==> src/hdl/met_pkg.sv <==
// Shared types and constants for the Mandelbrot escape-time core.
`timescale 1ns / 1ps
`default_nettype none
package met_pkg;

   // Fraction bits of the fixed-point format of c and z.
   localparam int FRAC_BITS   = 12;
   localparam int COORD_WIDTH = 16;
   localparam int COUNT_WIDTH = 16;

   // While |z|^2 <= 4 every part of z stays within 2 << FRAC_BITS. One update
   // then adds at most 2^(FRAC_BITS+3) to c, so this width holds every z.
   localparam int Z_WIDTH    = ((FRAC_BITS + 3 > COORD_WIDTH - 1) ?
                                (FRAC_BITS + 3) : (COORD_WIDTH - 1)) + 2;
   localparam int PROD_WIDTH = 2 * Z_WIDTH;
   localparam int NORM_WIDTH = PROD_WIDTH + 1;

   // The value 4 with 2*FRAC_BITS fraction bits.
   localparam logic signed [NORM_WIDTH-1:0] NORM_LIMIT =
      NORM_WIDTH'(1) <<< (2 * FRAC_BITS + 2);

   localparam logic [COUNT_WIDTH-1:0] MAX_ITER_RESET = COUNT_WIDTH'(256);

   localparam int QUEUE_DEPTH       = 2;
   localparam int QUEUE_INDEX_WIDTH = (QUEUE_DEPTH > 1) ? $clog2(QUEUE_DEPTH) : 1;
   localparam int QUEUE_COUNT_WIDTH = $clog2(QUEUE_DEPTH + 1);

   typedef struct packed {
      logic signed [COORD_WIDTH-1:0] c_real;
      logic signed [COORD_WIDTH-1:0] c_imag;
      logic                          zero_limit;
   } met_item_type;

   typedef struct packed {
      logic [QUEUE_COUNT_WIDTH-1:0] count;
      logic                         full;
      logic                         not_empty;
   } met_queue_status_type;

   typedef struct packed {
      logic active;
      logic in_update;
   } met_back_status_type;

   typedef enum logic [1:0] {
      BACK_IDLE,
      BACK_MUL,
      BACK_UPD
   } met_back_state_type;

endpackage
`default_nettype wire

==> src/hdl/mandelbrot_escape_time_core.sv <==
// Top level of the Mandelbrot escape-time core.
//
//   channel   ports                                   transfer when
//   -------   -------------------------------------   ----------------------
//   request   start, busy, req_c_real, req_c_imag     start high, busy low
//   result    rsp_strobe, rsp_escape_count            rsp_strobe high
//   config    csr_valid, csr_ready, csr_max_iterations csr_valid and csr_ready
//
// Each iteration has two steps: the products of z, then the norm check and
// the new z; a point under a zero limit skips the products. Busy is high
// while the two-entry queue is full. Reset is synchronous, empties the queue
// and sets the limit to 256. The receiver cannot stall results.
`timescale 1ns / 1ps
`default_nettype none
module mandelbrot_escape_time_core (
   input  wire logic                                   clock,
   input  wire logic                                   reset,
   input  wire logic                                   start,
   output logic                                        busy,
   input  wire logic signed [met_pkg::COORD_WIDTH-1:0] req_c_real,
   input  wire logic signed [met_pkg::COORD_WIDTH-1:0] req_c_imag,
   output logic                                        rsp_strobe,
   output logic [met_pkg::COUNT_WIDTH-1:0]             rsp_escape_count,
   input  wire logic                                   csr_valid,
   output logic                                        csr_ready,
   input  wire logic [met_pkg::COUNT_WIDTH-1:0]        csr_max_iterations
);
   import met_pkg::*;

   met_queue_status_type   queue_status;
   met_back_status_type    back_status;
   met_item_type           push_item;
   met_item_type           head_item;
   logic                   push;
   logic                   pop;
   logic [COUNT_WIDTH-1:0] max_iterations;

   met_front u_front (
      .clock              (clock),
      .reset              (reset),
      .start              (start),
      .req_c_real         (req_c_real),
      .req_c_imag         (req_c_imag),
      .csr_valid          (csr_valid),
      .csr_ready          (csr_ready),
      .csr_max_iterations (csr_max_iterations),
      .queue_status       (queue_status),
      .busy               (busy),
      .push               (push),
      .push_item          (push_item),
      .max_iterations     (max_iterations)
   );

   met_queue u_queue (
      .clock     (clock),
      .reset     (reset),
      .push      (push),
      .push_item (push_item),
      .pop       (pop),
      .head_item (head_item),
      .status    (queue_status)
   );

   met_back u_back (
      .clock            (clock),
      .reset            (reset),
      .head_item        (head_item),
      .queue_status     (queue_status),
      .max_iterations   (max_iterations),
      .pop              (pop),
      .rsp_strobe       (rsp_strobe),
      .rsp_escape_count (rsp_escape_count),
      .status           (back_status)
   );

   // A result only follows a norm check of the iteration sequencer.
   assert property (@(posedge clock) disable iff (reset)
      rsp_strobe |-> $past(back_status.in_update))
      else $error("result strobe without a preceding norm check");

   // An accepted point leaves the queue non-empty in the next cycle.
   assert property (@(posedge clock) disable iff (reset)
      (start && !busy) |=> (queue_status.count != '0))
      else $error("accepted point lost from the queue");

   // An idle sequencer takes a waiting point at once.
   assert property (@(posedge clock) disable iff (reset)
      (queue_status.not_empty && !back_status.active) |-> pop)
      else $error("waiting point not taken by idle sequencer");

   // An escape count never exceeds the iteration limit.
   assert property (@(posedge clock) disable iff (reset)
      rsp_strobe |-> (rsp_escape_count <= max_iterations))
      else $error("escape count above the iteration limit");

endmodule
`default_nettype wire

==> src/hdl/met_front.sv <==
// Front end: takes points in, holds the iteration limit and tags each point.
`timescale 1ns / 1ps
`default_nettype none
module met_front (
   input  wire logic                                   clock,
   input  wire logic                                   reset,
   input  wire logic                                   start,
   input  wire logic signed [met_pkg::COORD_WIDTH-1:0] req_c_real,
   input  wire logic signed [met_pkg::COORD_WIDTH-1:0] req_c_imag,
   input  wire logic                                   csr_valid,
   output logic                                        csr_ready,
   input  wire logic [met_pkg::COUNT_WIDTH-1:0]        csr_max_iterations,
   input  wire met_pkg::met_queue_status_type          queue_status,
   output logic                                        busy,
   output logic                                        push,
   output met_pkg::met_item_type                       push_item,
   output logic [met_pkg::COUNT_WIDTH-1:0]             max_iterations
);
   import met_pkg::*;

   logic [COUNT_WIDTH-1:0] max_iter_ff;
   logic [COUNT_WIDTH-1:0] max_iter_in;

   assign csr_ready = 1'b1;
   assign busy      = queue_status.full;
   assign push      = start && !queue_status.full;

   always_comb begin
      max_iter_in = max_iter_ff;
      if (csr_valid && csr_ready) begin
         max_iter_in = csr_max_iterations;
      end
   end

   always_ff @(posedge clock) begin
      if (reset) begin
         max_iter_ff <= MAX_ITER_RESET;
      end else begin
         max_iter_ff <= max_iter_in;
      end
   end

   // A point under a zero limit never iterates; the back end skips its multiply.
   always_comb begin
      push_item.c_real     = req_c_real;
      push_item.c_imag     = req_c_imag;
      push_item.zero_limit = (max_iter_ff == '0);
   end

   assign max_iterations = max_iter_ff;

endmodule
`default_nettype wire

==> src/hdl/met_queue.sv <==
// Short queue of tagged points between the front and the back end.
`timescale 1ns / 1ps
`default_nettype none
module met_queue (
   input  wire logic                          clock,
   input  wire logic                          reset,
   input  wire logic                          push,
   input  wire met_pkg::met_item_type         push_item,
   input  wire logic                          pop,
   output met_pkg::met_item_type              head_item,
   output met_pkg::met_queue_status_type      status
);
   import met_pkg::*;

   met_item_type                 entry_ff [QUEUE_DEPTH];
   logic [QUEUE_INDEX_WIDTH-1:0] wr_ptr_ff;
   logic [QUEUE_INDEX_WIDTH-1:0] wr_ptr_in;
   logic [QUEUE_INDEX_WIDTH-1:0] rd_ptr_ff;
   logic [QUEUE_INDEX_WIDTH-1:0] rd_ptr_in;
   logic [QUEUE_COUNT_WIDTH-1:0] count_ff;
   logic [QUEUE_COUNT_WIDTH-1:0] count_in;
   logic                         do_push;
   logic                         do_pop;

   assign do_push = push && (count_ff != QUEUE_COUNT_WIDTH'(QUEUE_DEPTH));
   assign do_pop  = pop && (count_ff != '0);

   always_comb begin
      wr_ptr_in = wr_ptr_ff;
      rd_ptr_in = rd_ptr_ff;
      count_in  = count_ff;
      if (do_push) begin
         wr_ptr_in = (wr_ptr_ff == QUEUE_INDEX_WIDTH'(QUEUE_DEPTH - 1)) ?
                     '0 : wr_ptr_ff + 1'b1;
      end
      if (do_pop) begin
         rd_ptr_in = (rd_ptr_ff == QUEUE_INDEX_WIDTH'(QUEUE_DEPTH - 1)) ?
                     '0 : rd_ptr_ff + 1'b1;
      end
      if (do_push && !do_pop) begin
         count_in = count_ff + 1'b1;
      end else if (do_pop && !do_push) begin
         count_in = count_ff - 1'b1;
      end
   end

   always_ff @(posedge clock) begin
      if (reset) begin
         wr_ptr_ff <= '0;
         rd_ptr_ff <= '0;
         count_ff  <= '0;
      end else begin
         wr_ptr_ff <= wr_ptr_in;
         rd_ptr_ff <= rd_ptr_in;
         count_ff  <= count_in;
      end
   end

   always_ff @(posedge clock) begin
      if (do_push) begin
         entry_ff[wr_ptr_ff] <= push_item;
      end
   end

   assign head_item        = entry_ff[rd_ptr_ff];
   assign status.count     = count_ff;
   assign status.full      = (count_ff == QUEUE_COUNT_WIDTH'(QUEUE_DEPTH));
   assign status.not_empty = (count_ff != '0);

endmodule
`default_nettype wire

==> src/hdl/met_back.sv <==
// Back end: iterates z = z*z + c for one point and reports its escape count.
`timescale 1ns / 1ps
`default_nettype none
module met_back (
   input  wire logic                              clock,
   input  wire logic                              reset,
   input  wire met_pkg::met_item_type             head_item,
   input  wire met_pkg::met_queue_status_type     queue_status,
   input  wire logic [met_pkg::COUNT_WIDTH-1:0]   max_iterations,
   output logic                                   pop,
   output logic                                   rsp_strobe,
   output logic [met_pkg::COUNT_WIDTH-1:0]        rsp_escape_count,
   output met_pkg::met_back_status_type           status
);
   import met_pkg::*;

   met_back_state_type state_ff;
   met_back_state_type state_in;

   logic signed [COORD_WIDTH-1:0] cr_ff;
   logic signed [COORD_WIDTH-1:0] ci_ff;
   logic signed [Z_WIDTH-1:0]     zr_ff;
   logic signed [Z_WIDTH-1:0]     zr_in;
   logic signed [Z_WIDTH-1:0]     zi_ff;
   logic signed [Z_WIDTH-1:0]     zi_in;
   logic signed [PROD_WIDTH-1:0]  rr_ff;
   logic signed [PROD_WIDTH-1:0]  rr_in;
   logic signed [PROD_WIDTH-1:0]  ii_ff;
   logic signed [PROD_WIDTH-1:0]  ii_in;
   logic signed [PROD_WIDTH-1:0]  ri_ff;
   logic signed [PROD_WIDTH-1:0]  ri_in;
   logic [COUNT_WIDTH-1:0]        iter_ff;
   logic [COUNT_WIDTH-1:0]        iter_in;
   logic                          strobe_ff;
   logic                          strobe_in;
   logic [COUNT_WIDTH-1:0]        count_out_ff;
   logic [COUNT_WIDTH-1:0]        count_out_in;

   logic signed [NORM_WIDTH-1:0]  norm;
   logic signed [NORM_WIDTH-1:0]  re_diff;
   logic signed [NORM_WIDTH-1:0]  re_sum;
   logic signed [NORM_WIDTH-1:0]  im_sum;
   logic                          escaped;
   logic                          at_limit;
   logic                          finish;
   logic                          advance;
   logic                          load;

   // The products in hand belong to z after iter_ff iterations, so their sum
   // is the norm to check for that iteration.
   assign norm     = {rr_ff[PROD_WIDTH-1], rr_ff} + {ii_ff[PROD_WIDTH-1], ii_ff};
   assign escaped  = (iter_ff != '0) && (norm > NORM_LIMIT);
   assign at_limit = (iter_ff == max_iterations);

   // Arithmetic right shifts give the floor; 2*ri/2^F is ri shifted by F-1.
   assign re_diff = {rr_ff[PROD_WIDTH-1], rr_ff} - {ii_ff[PROD_WIDTH-1], ii_ff};
   assign re_sum  = (re_diff >>> FRAC_BITS)
                  + $signed({{(NORM_WIDTH-COORD_WIDTH){cr_ff[COORD_WIDTH-1]}}, cr_ff});
   assign im_sum  = ($signed({ri_ff[PROD_WIDTH-1], ri_ff}) >>> (FRAC_BITS - 1))
                  + $signed({{(NORM_WIDTH-COORD_WIDTH){ci_ff[COORD_WIDTH-1]}}, ci_ff});

   always_comb begin
      state_in = state_ff;
      unique case (state_ff)
         BACK_IDLE: begin
            if (queue_status.not_empty) begin
               state_in = head_item.zero_limit ? BACK_UPD : BACK_MUL;
            end
         end
         BACK_MUL: begin
            state_in = BACK_UPD;
         end
         BACK_UPD: begin
            state_in = (escaped || at_limit) ? BACK_IDLE : BACK_MUL;
         end
         default: begin
            state_in = BACK_IDLE;
         end
      endcase
   end

   always_comb begin
      load    = 1'b0;
      finish  = 1'b0;
      advance = 1'b0;
      unique case (state_ff)
         BACK_IDLE: begin
            load = queue_status.not_empty;
         end
         BACK_MUL: begin
            load = 1'b0;
         end
         BACK_UPD: begin
            finish  = escaped || at_limit;
            advance = !(escaped || at_limit);
         end
         default: begin
            load = 1'b0;
         end
      endcase
   end

   always_comb begin
      zr_in        = zr_ff;
      zi_in        = zi_ff;
      iter_in      = iter_ff;
      rr_in        = PROD_WIDTH'(zr_ff) * PROD_WIDTH'(zr_ff);
      ii_in        = PROD_WIDTH'(zi_ff) * PROD_WIDTH'(zi_ff);
      ri_in        = PROD_WIDTH'(zr_ff) * PROD_WIDTH'(zi_ff);
      strobe_in    = finish;
      count_out_in = count_out_ff;
      if (load) begin
         zr_in   = '0;
         zi_in   = '0;
         iter_in = '0;
      end else if (advance) begin
         zr_in   = re_sum[Z_WIDTH-1:0];
         zi_in   = im_sum[Z_WIDTH-1:0];
         iter_in = iter_ff + 1'b1;
      end
      if (finish) begin
         count_out_in = escaped ? iter_ff : '0;
      end
   end

   always_ff @(posedge clock) begin
      if (reset) begin
         state_ff  <= BACK_IDLE;
         strobe_ff <= 1'b0;
      end else begin
         state_ff  <= state_in;
         strobe_ff <= strobe_in;
      end
   end

   always_ff @(posedge clock) begin
      if (load) begin
         cr_ff <= head_item.c_real;
         ci_ff <= head_item.c_imag;
      end
      zr_ff        <= zr_in;
      zi_ff        <= zi_in;
      iter_ff      <= iter_in;
      count_out_ff <= count_out_in;
      if (state_ff == BACK_MUL) begin
         rr_ff <= rr_in;
         ii_ff <= ii_in;
         ri_ff <= ri_in;
      end
   end

   assign pop              = load;
   assign rsp_strobe       = strobe_ff;
   assign rsp_escape_count = count_out_ff;
   assign status.active    = (state_ff != BACK_IDLE);
   assign status.in_update = (state_ff == BACK_UPD);

endmodule
`default_nettype wire

==> config.mk <==
export PLATFORM = sky130hd
export DESIGN_NAME = mandelbrot_escape_time_core
export DESIGN_NICKNAME = d
export VERILOG_FILES = /design/src/hdl/met_pkg.sv /design/src/hdl/mandelbrot_escape_time_core.sv /design/src/hdl/met_front.sv /design/src/hdl/met_queue.sv /design/src/hdl/met_back.sv
export SDC_FILE = /design/constraint.sdc
export NUM_CORES = 2
export LEC_CHECK = 0
export BUFFER_PORTS_ARGS = -buffer_cell sky130_fd_sc_hd__buf_2
export CAP_MARGIN = 20
export CELL_PAD_IN_SITES_DETAIL_PLACEMENT = 1
export CELL_PAD_IN_SITES_GLOBAL_PLACEMENT = 1
export CORE_MARGIN = 2
export CORE_UTILIZATION = 30
export CTS_CLUSTER_DIAMETER = 150
export DETAILED_ROUTE_END_ITERATION = 8
export PLACE_DENSITY = 0.52
export SLEW_MARGIN = 20
export SYNTH_ARGS = -nofsm -noshare
export SYNTH_HDL_FRONTEND = slang
export SYNTH_SLANG_ARGS = --single-unit
==> constraint.sdc <==
create_clock -name clock -period 19.05 [get_ports clock]
set_input_delay 1.905 -clock clock [delete_from_list [all_inputs] [get_ports clock]]
set_output_delay 1.905 -clock clock [all_outputs]
set_load 0.1 [all_outputs]
Word level (Yosys, flattened, before mapping)
Memories as Yosys holds them, arrays and structs flattened. A register that Yosys moved wholly into a read port is not among the register bits. Cells that the tools add are included.

Memories: 1. Register bits after elaboration: 217. Input port bits: 52. Logic and storage cells: 66. Output and inout bits: 19. Bits in writable memories: 66.

Memory list: u_queue.entry_ff (depth 2, bits a word 33, read ports 1, clocked after Yosys merged registers in 1, wr ports 1, RTL line met_queue.sv:15) `met_item_type entry_ff [QUEUE_DEPTH];`.

Eq/ne operators: 6. Add/sub/neg operators: 9. Magnitude comparators: 1. $mul: 3. Reductions and logical operators: 16. Multiplexer cells: 15.

Operators by type and width (count): 17-bit by 17-bit multiplier with 34-bit output (2); 34-bit by 34-bit adder with 35-bit output (1); 35-bit by 28-bit > comparator with 1-bit output (second input constant) (1); 17-bit by 16-bit adder with 17-bit output (2); 29-bit subtractor (1); 17-bit by 17-bit multiplier with 28-bit output (1); 16-bit by 1-bit adder with 16-bit output (second input constant) (1); 16-bit == test (1); 16-bit zero test (1); 16-bit nonzero test (1); 1-bit two-way mux (10); 2-bit two-way mux (4); 1-bit logical AND (6); 2-bit case mux with 3 select lines (1); 2-bit == test (second input constant) (2); 1-bit zero test (4); 2-bit nonzero test (2); 1-bit adder (second input constant) (2); 2-bit by 1-bit adder with 2-bit output (second input constant) (1); 2-bit by 1-bit == test with 1-bit output (second input constant) (1); 2-bit zero test (1); 2-bit by 1-bit != test with 1-bit output (second input constant) (1); 2-bit != test (second input constant) (1); 2-bit by 1-bit subtractor with 2-bit output (second input constant) (1); 1-bit logical OR (1).

Depth between registers and ports, before layout
Word-level depth: 8. Mapped depth: 29. Gate-level depth less buffers: 28.

Modules after synthesis
A second synthesis with hierarchy kept.

Cell total of the unflattened synthesis: 4495. Area total of the unflattened synthesis: 43365.3 µm².

Modules (own cells, without submodules): met_back (area each 39890.8 µm², cells an instance 4274, times used 1, seq. area each 4994.8 µm²); met_queue (area each 2593.7 µm², cells an instance 128, times used 1, seq. area each 2082.0 µm²); met_front (area each 880.8 µm², cells an instance 93, times used 1, seq. area each 320.3 µm²).

Worst setup path after synthesis
Ideal clock, no wire load.

Path type: reg2reg. From: register u_back.zr_ff[2]. To: register u_back.rr_ff[33], data pin. Arrival time: 6579 ps. Stages on the path, launching flop included: 27. Path slack: 12211 ps. Path buffers: 2. Setup time: 259 ps. Clock period less this slack: 6839 ps. Cells stage by stage: dfxtp_1 clkbuf_1 clkbuf_1 nand2_1 fa_1 inv_1 fa_1 inv_1 fa_1 inv_1 fa_1 fa_1 inv_1 fa_1 inv_1 ha_1 a21o_1 a21oi_1 nor2_1 a221o_1 o41a_1 nand2_1 nand4b_1 nor3b_1 a2111oi_0 a21oi_1 xnor2_1.

Longest elaborated chain between the ends: 1.

Ends and longest elaborated chain: from (decl) (RTL line met_back.sv:22) `logic signed [Z_WIDTH-1:0] zr_ff;`; from (signal assigned) (RTL line met_back.sv:141) `zr_ff <= zr_in;`; 17-bit by 17-bit multiplier with 34-bit output (RTL line met_back.sv:107) `rr_in = PROD_WIDTH'(zr_ff) * PROD_WIDTH'(zr_ff);`; named net u_back.rr_in[33] (RTL line met_back.sv:27) `logic signed [PROD_WIDTH-1:0] rr_in;`; to (signal assigned) (RTL line met_back.sv:146) `rr_ff <= rr_in;`; to (decl) (RTL line met_back.sv:26) `logic signed [PROD_WIDTH-1:0] rr_ff;`.

The timed path passes the listed nets, and every way through them passes these cells. A chain may end at the register's enable or synchronous reset.

Final worst setup path
From: register u_back.zr_ff[4]. To: register u_back.ri_ff[27], data pin.

Longest elaborated chain between the ends: 1.

Ends and longest elaborated chain: 17-bit by 17-bit multiplier with 28-bit output (RTL line met_back.sv:109) `ri_in = PROD_WIDTH'(zr_ff) * PROD_WIDTH'(zi_ff);`; named net u_back.ri_in[27] (RTL line met_back.sv:31) `logic signed [PROD_WIDTH-1:0] ri_in;`; to (signal assigned) (RTL line met_back.sv:148) `ri_ff <= ri_in;`; to (decl) (RTL line met_back.sv:30) `logic signed [PROD_WIDTH-1:0] ri_ff;`.

The timed path passes the listed nets, and every way through them passes these cells.

==> results.md <==
- number of DRC markers in iteration 0: 1363
- count of different cell masters after synthesis: 88
- ys flop type: sky130_fd_sc_hd__edfxtp_1
- total number of vias: 29425
- Max Transition Viols Final: 0
- die width: 381.4 microns
- final setup skew: 0.02775 ns
- Die Span Y: 381.4 microns
- Power Dens Cells: 124.7 nW/um^2
- number of non-filler instances in the completed layout: 6340
- Core Box Area: 141400 sq um
- met3 WL: 3092 microns
- post-DR wirelength/cell: 19.73 microns
- setup tns final: 0 ns
- clock transition at the registers of the reported paths: 0.06 ns
- routed wire length: 125100 microns
- headroom to the max-slew limit: 0.2428
- Initial Util: 0.3022
- H-tree depth reported by CTS: 2
- die area: 145500 sq um
- Yosys warning total: 0
- Syn Std Cell Area: 42730 sq um
- leakage power summed over all cells: 22.75 nW
- CTS Buf Count: 40
- Yosys top cell area share: 0.3631
- global-route wire length before repair: 196000 microns
- fraction of layout instances using a drive strength above 1: 0.05798
- Data arrival, critical path: 8.08 ns
- leftover overflow at the end of global routing: 0
- antenna violation net count after detailed routing: 0
- commonest cells in the netlist: 999 x sky130_fd_sc_hd__inv_1, 775 x sky130_fd_sc_hd__fa_1, 403 x sky130_fd_sc_hd__nand2_1, 357 x sky130_fd_sc_hd__ha_1, 233 x sky130_fd_sc_hd__nor2_1
- Final setup viols: 0
- setup repair after global routing missed its margin: false
- most repeated cell in the gate-level netlist after synthesis: sky130_fd_sc_hd__inv_1
- count of nets after finishing: 5603
- dominant cells by area after synthesis: sky130_fd_sc_hd__fa_1 36%, sky130_fd_sc_hd__edfxtp_1 14%, sky130_fd_sc_hd__ha_1 10%
- CTS tree: built
- switching power: 3.017 mW
- number of post-CTS setup repair buffers: 0
- length of routed met2 wiring: 60420 microns
- Peak supply drop: 0.07578 mV
- switching share of power: 0.5208
- area of all placed cells without fillers: 46460 sq um
- library cell occupying the most area in the post-synthesis netlist: sky130_fd_sc_hd__fa_1
- maximum capacitance violations: 0
- critical path endpoint category: flip-flop
- maximum fanout along the worst path: 29
- area growth from synthesis to layout: 8.726%
- Internal: 2.776 mW
- hpwl dp: 100500 microns
- pin count of the biggest net entering global routing: 51
- sequential area share after synthesis: 0.1731
- nature of the critical path startpoint: flip-flop
- detailed-routing iteration count for the pre-antenna-repair pass: 5
- type of the worst min-delay path: flip-flop to flip-flop
- Post-CTS Resized: 0
- number of antenna violations at the first check in global routing: 1
- Hold-fix buffers, CTS: 0
- final number of hold-violating endpoints: 0
- share of synthesized flip-flops with an asynchronous set or reset: 0
- final core area utilization: 0.3285
- Ant. Diodes: 0
- slew at the pin closest to its max-slew limit: 1.125 ns
- Cells after Synth: 4430
- run status: finished, final reports clean
- M1 wire length: 58100 microns
- number of cell rows: 138
- placer's final routability congestion estimate: 0.8316
- placed instance count: 6267
- Max Buffers Root-to-Sink: 3
- Crit Path Class: flip-flop to flip-flop
- clock root cell: sky130_fd_sc_hd__clkbuf_16
- portion of total power attributed to combinational logic: 0.692
- number of global-route vias before repair: 32574
- Buffers on Ports: 69
- Remaining DRCs: 0
- number of top-level pins: 71
- overall global routing resource usage: 0.1764
- Highest Clock Rate: 129.2 MHz
- flip-flop and latch count after synthesis: 271
- relative contribution of the clock network to total power: 0.132
- number of enable flip-flop cells after synthesis: 197
- top routing layer used: met4
- part of the cycle the worst path needs: 0.4064
- data required time at the worst endpoint: 19.39 ns
- Avg Vias per Cell: 4.641
- Area after DPL: 45150 sq um
- clock latency of the later-clocked register in the worst-skew pair: 0.61 ns
- worst hold-check slack: 0.4513 ns
- shortest period the worst path allows: 7.743 ns
- Mapped Avg Cell Area: 9.646 sq um
- clock sink total: 271
- Syn Nets: 5614
- Reg power frac: 0.176
[sequential cells by signal, summed over array words and instances, names as in the netlist, 2 cells and up, named ones only]
name	count
u_back.ci_ff	16
u_back.state_ff	2
u_back.rsp_escape_count	16
u_back.zr_ff	17
u_back.rr_ff	33
u_queue.entry_ff	66
u_back.ii_ff	33
u_front.max_iterations	16
u_back.zi_ff	17
u_back.ri_ff	17
u_back.cr_ff	16
u_queue.count_ff	2
u_back.iter_ff	16
[worst paths after layout]
path	start	end	slack, ns	cells past startpoint
worst max-delay path	u_back.zr_ff[4]$_SDFFE_PP0P_	u_back.ri_ff[27]$_DFFE_PN_	11.31	23
worst min-delay path	u_back.zi_ff[7]$_SDFFE_PP0P_	u_back.zi_ff[7]$_SDFFE_PP0P_	0.45	2
worst min register to register	u_back.zi_ff[7]$_SDFFE_PP0P_	u_back.zi_ff[7]$_SDFFE_PP0P_	0.45	2
worst max register to register	u_back.zr_ff[4]$_SDFFE_PP0P_	u_back.ri_ff[27]$_DFFE_PN_	11.31	23
[cell type report]
class	instances	area (sq um)
Sequential cell	271	7400
Inverter	1008	3784
Timing Repair Buffer	117	705.7
Clock inverter	20	205.2
Multi-Input combinational cell	2981	30900
Tap cell	1890	2365
Clock buffer	53	1101
Fill cell	16111	94950
[through the flow]
stage / worst slack (ns) / total power, mW
6_report: 11.31 / 5.793
5_1_grt: 10.77 / 6.369
4_1_cts: 11.28 / 5.912
3_5_place_dp: 11.31 / 5.097
3_3_place_gp: 11.42 / 5.059
2_1_floorplan: 12.21 / 3.740
[placed cells by master (no fill, tap or decap), types with 13 or more instances in the layout]
cell type,count
sky130_fd_sc_hd__fa_1,775
sky130_fd_sc_hd__a211oi_1,14
sky130_fd_sc_hd__or3_1,24
sky130_fd_sc_hd__a21oi_1,133
sky130_fd_sc_hd__nor3_1,50
sky130_fd_sc_hd__xnor2_1,148
sky130_fd_sc_hd__dfxtp_1,72
sky130_fd_sc_hd__xor2_1,49
sky130_fd_sc_hd__nor2_1,232
sky130_fd_sc_hd__inv_1,999
sky130_fd_sc_hd__and2_1,224
sky130_fd_sc_hd__ha_1,357
sky130_fd_sc_hd__clkbuf_16,41
sky130_fd_sc_hd__buf_4,48
sky130_fd_sc_hd__mux2i_1,24
sky130_fd_sc_hd__o21a_1,26
sky130_fd_sc_hd__nor4_1,19
sky130_fd_sc_hd__o21ai_0,91
sky130_fd_sc_hd__nor2b_1,48
sky130_fd_sc_hd__nand3_1,34
sky130_fd_sc_hd__and3_1,19
sky130_fd_sc_hd__buf_2,69
sky130_fd_sc_hd__nand2_1,403
sky130_fd_sc_hd__nand2b_1,29
sky130_fd_sc_hd__a21o_1,37
sky130_fd_sc_hd__a31oi_1,15
sky130_fd_sc_hd__mux2_2,36
sky130_fd_sc_hd__o21bai_1,16
sky130_fd_sc_hd__edfxtp_1,197
sky130_fd_sc_hd__or2_2,13
[power groups by stage]
stage / Sequential [mW] / Clock (mW) / Combinational (mW)
after global routing: 1.03 / 0.812 / 4.52
after global placement: 1.04 / 0 / 4.02
after CTS: 1.03 / 0.796 / 4.08
after floorplan: 0.966 / 0 / 2.77
final: 1.02 / 0.765 / 4.01
after detailed placement: 1.04 / 0 / 4.05
[cells by family after synthesis]
group                      count (synthesis)  share of synthesized area
adders and majority gates               1132                     0.4676
AOI/OAI and AO/OA                        452                    0.07025
buffers and inverters                   1178                     0.1043
xor gates and xnor gates                 197                    0.04038
DFF                                      271                     0.1731
muxes                                     60                    0.01511
and+or+nand+nor                         1139                     0.1291
other                                      1                 0.00008776
[routing by layer]
| metal | GRT usage | up-vias |
|---|---|---|
| met1 | 0.2416 | 15336 |
| met5 | 0 | - |
| met2 | 0.2986 | 308 |
| met4 | 0.04728 | 0 |
| met3 | 0.01474 | 104 |
| li1 | - | 13677 |
[worst max-delay path, stage by stage, from the launching register on]
cell and delay [ns]:
sky130_fd_sc_hd__dfxtp_1 0.32, sky130_fd_sc_hd__buf_4 0.36, sky130_fd_sc_hd__clkinv_1 0.37, sky130_fd_sc_hd__nor2_1 0.21, sky130_fd_sc_hd__fa_1 0.46, sky130_fd_sc_hd__fa_1 0.49, sky130_fd_sc_hd__ha_1 0.20, sky130_fd_sc_hd__fa_1 0.48
sky130_fd_sc_hd__inv_1 0.05, sky130_fd_sc_hd__fa_1 0.48, sky130_fd_sc_hd__fa_1 0.49, sky130_fd_sc_hd__inv_1 0.04, sky130_fd_sc_hd__ha_1 0.28, sky130_fd_sc_hd__a21o_1 0.16, sky130_fd_sc_hd__a221oi_1 0.42, sky130_fd_sc_hd__nor2b_1 0.18
sky130_fd_sc_hd__o211ai_1 0.43, sky130_fd_sc_hd__a41oi_1 0.29, sky130_fd_sc_hd__o41ai_1 0.62, sky130_fd_sc_hd__o21bai_1 0.18, sky130_fd_sc_hd__a21o_1 0.24, sky130_fd_sc_hd__a2111oi_0 0.41, sky130_fd_sc_hd__nor3_1 0.13, sky130_fd_sc_hd__xnor2_1 0.14
(Power assumes the default switching activity.)
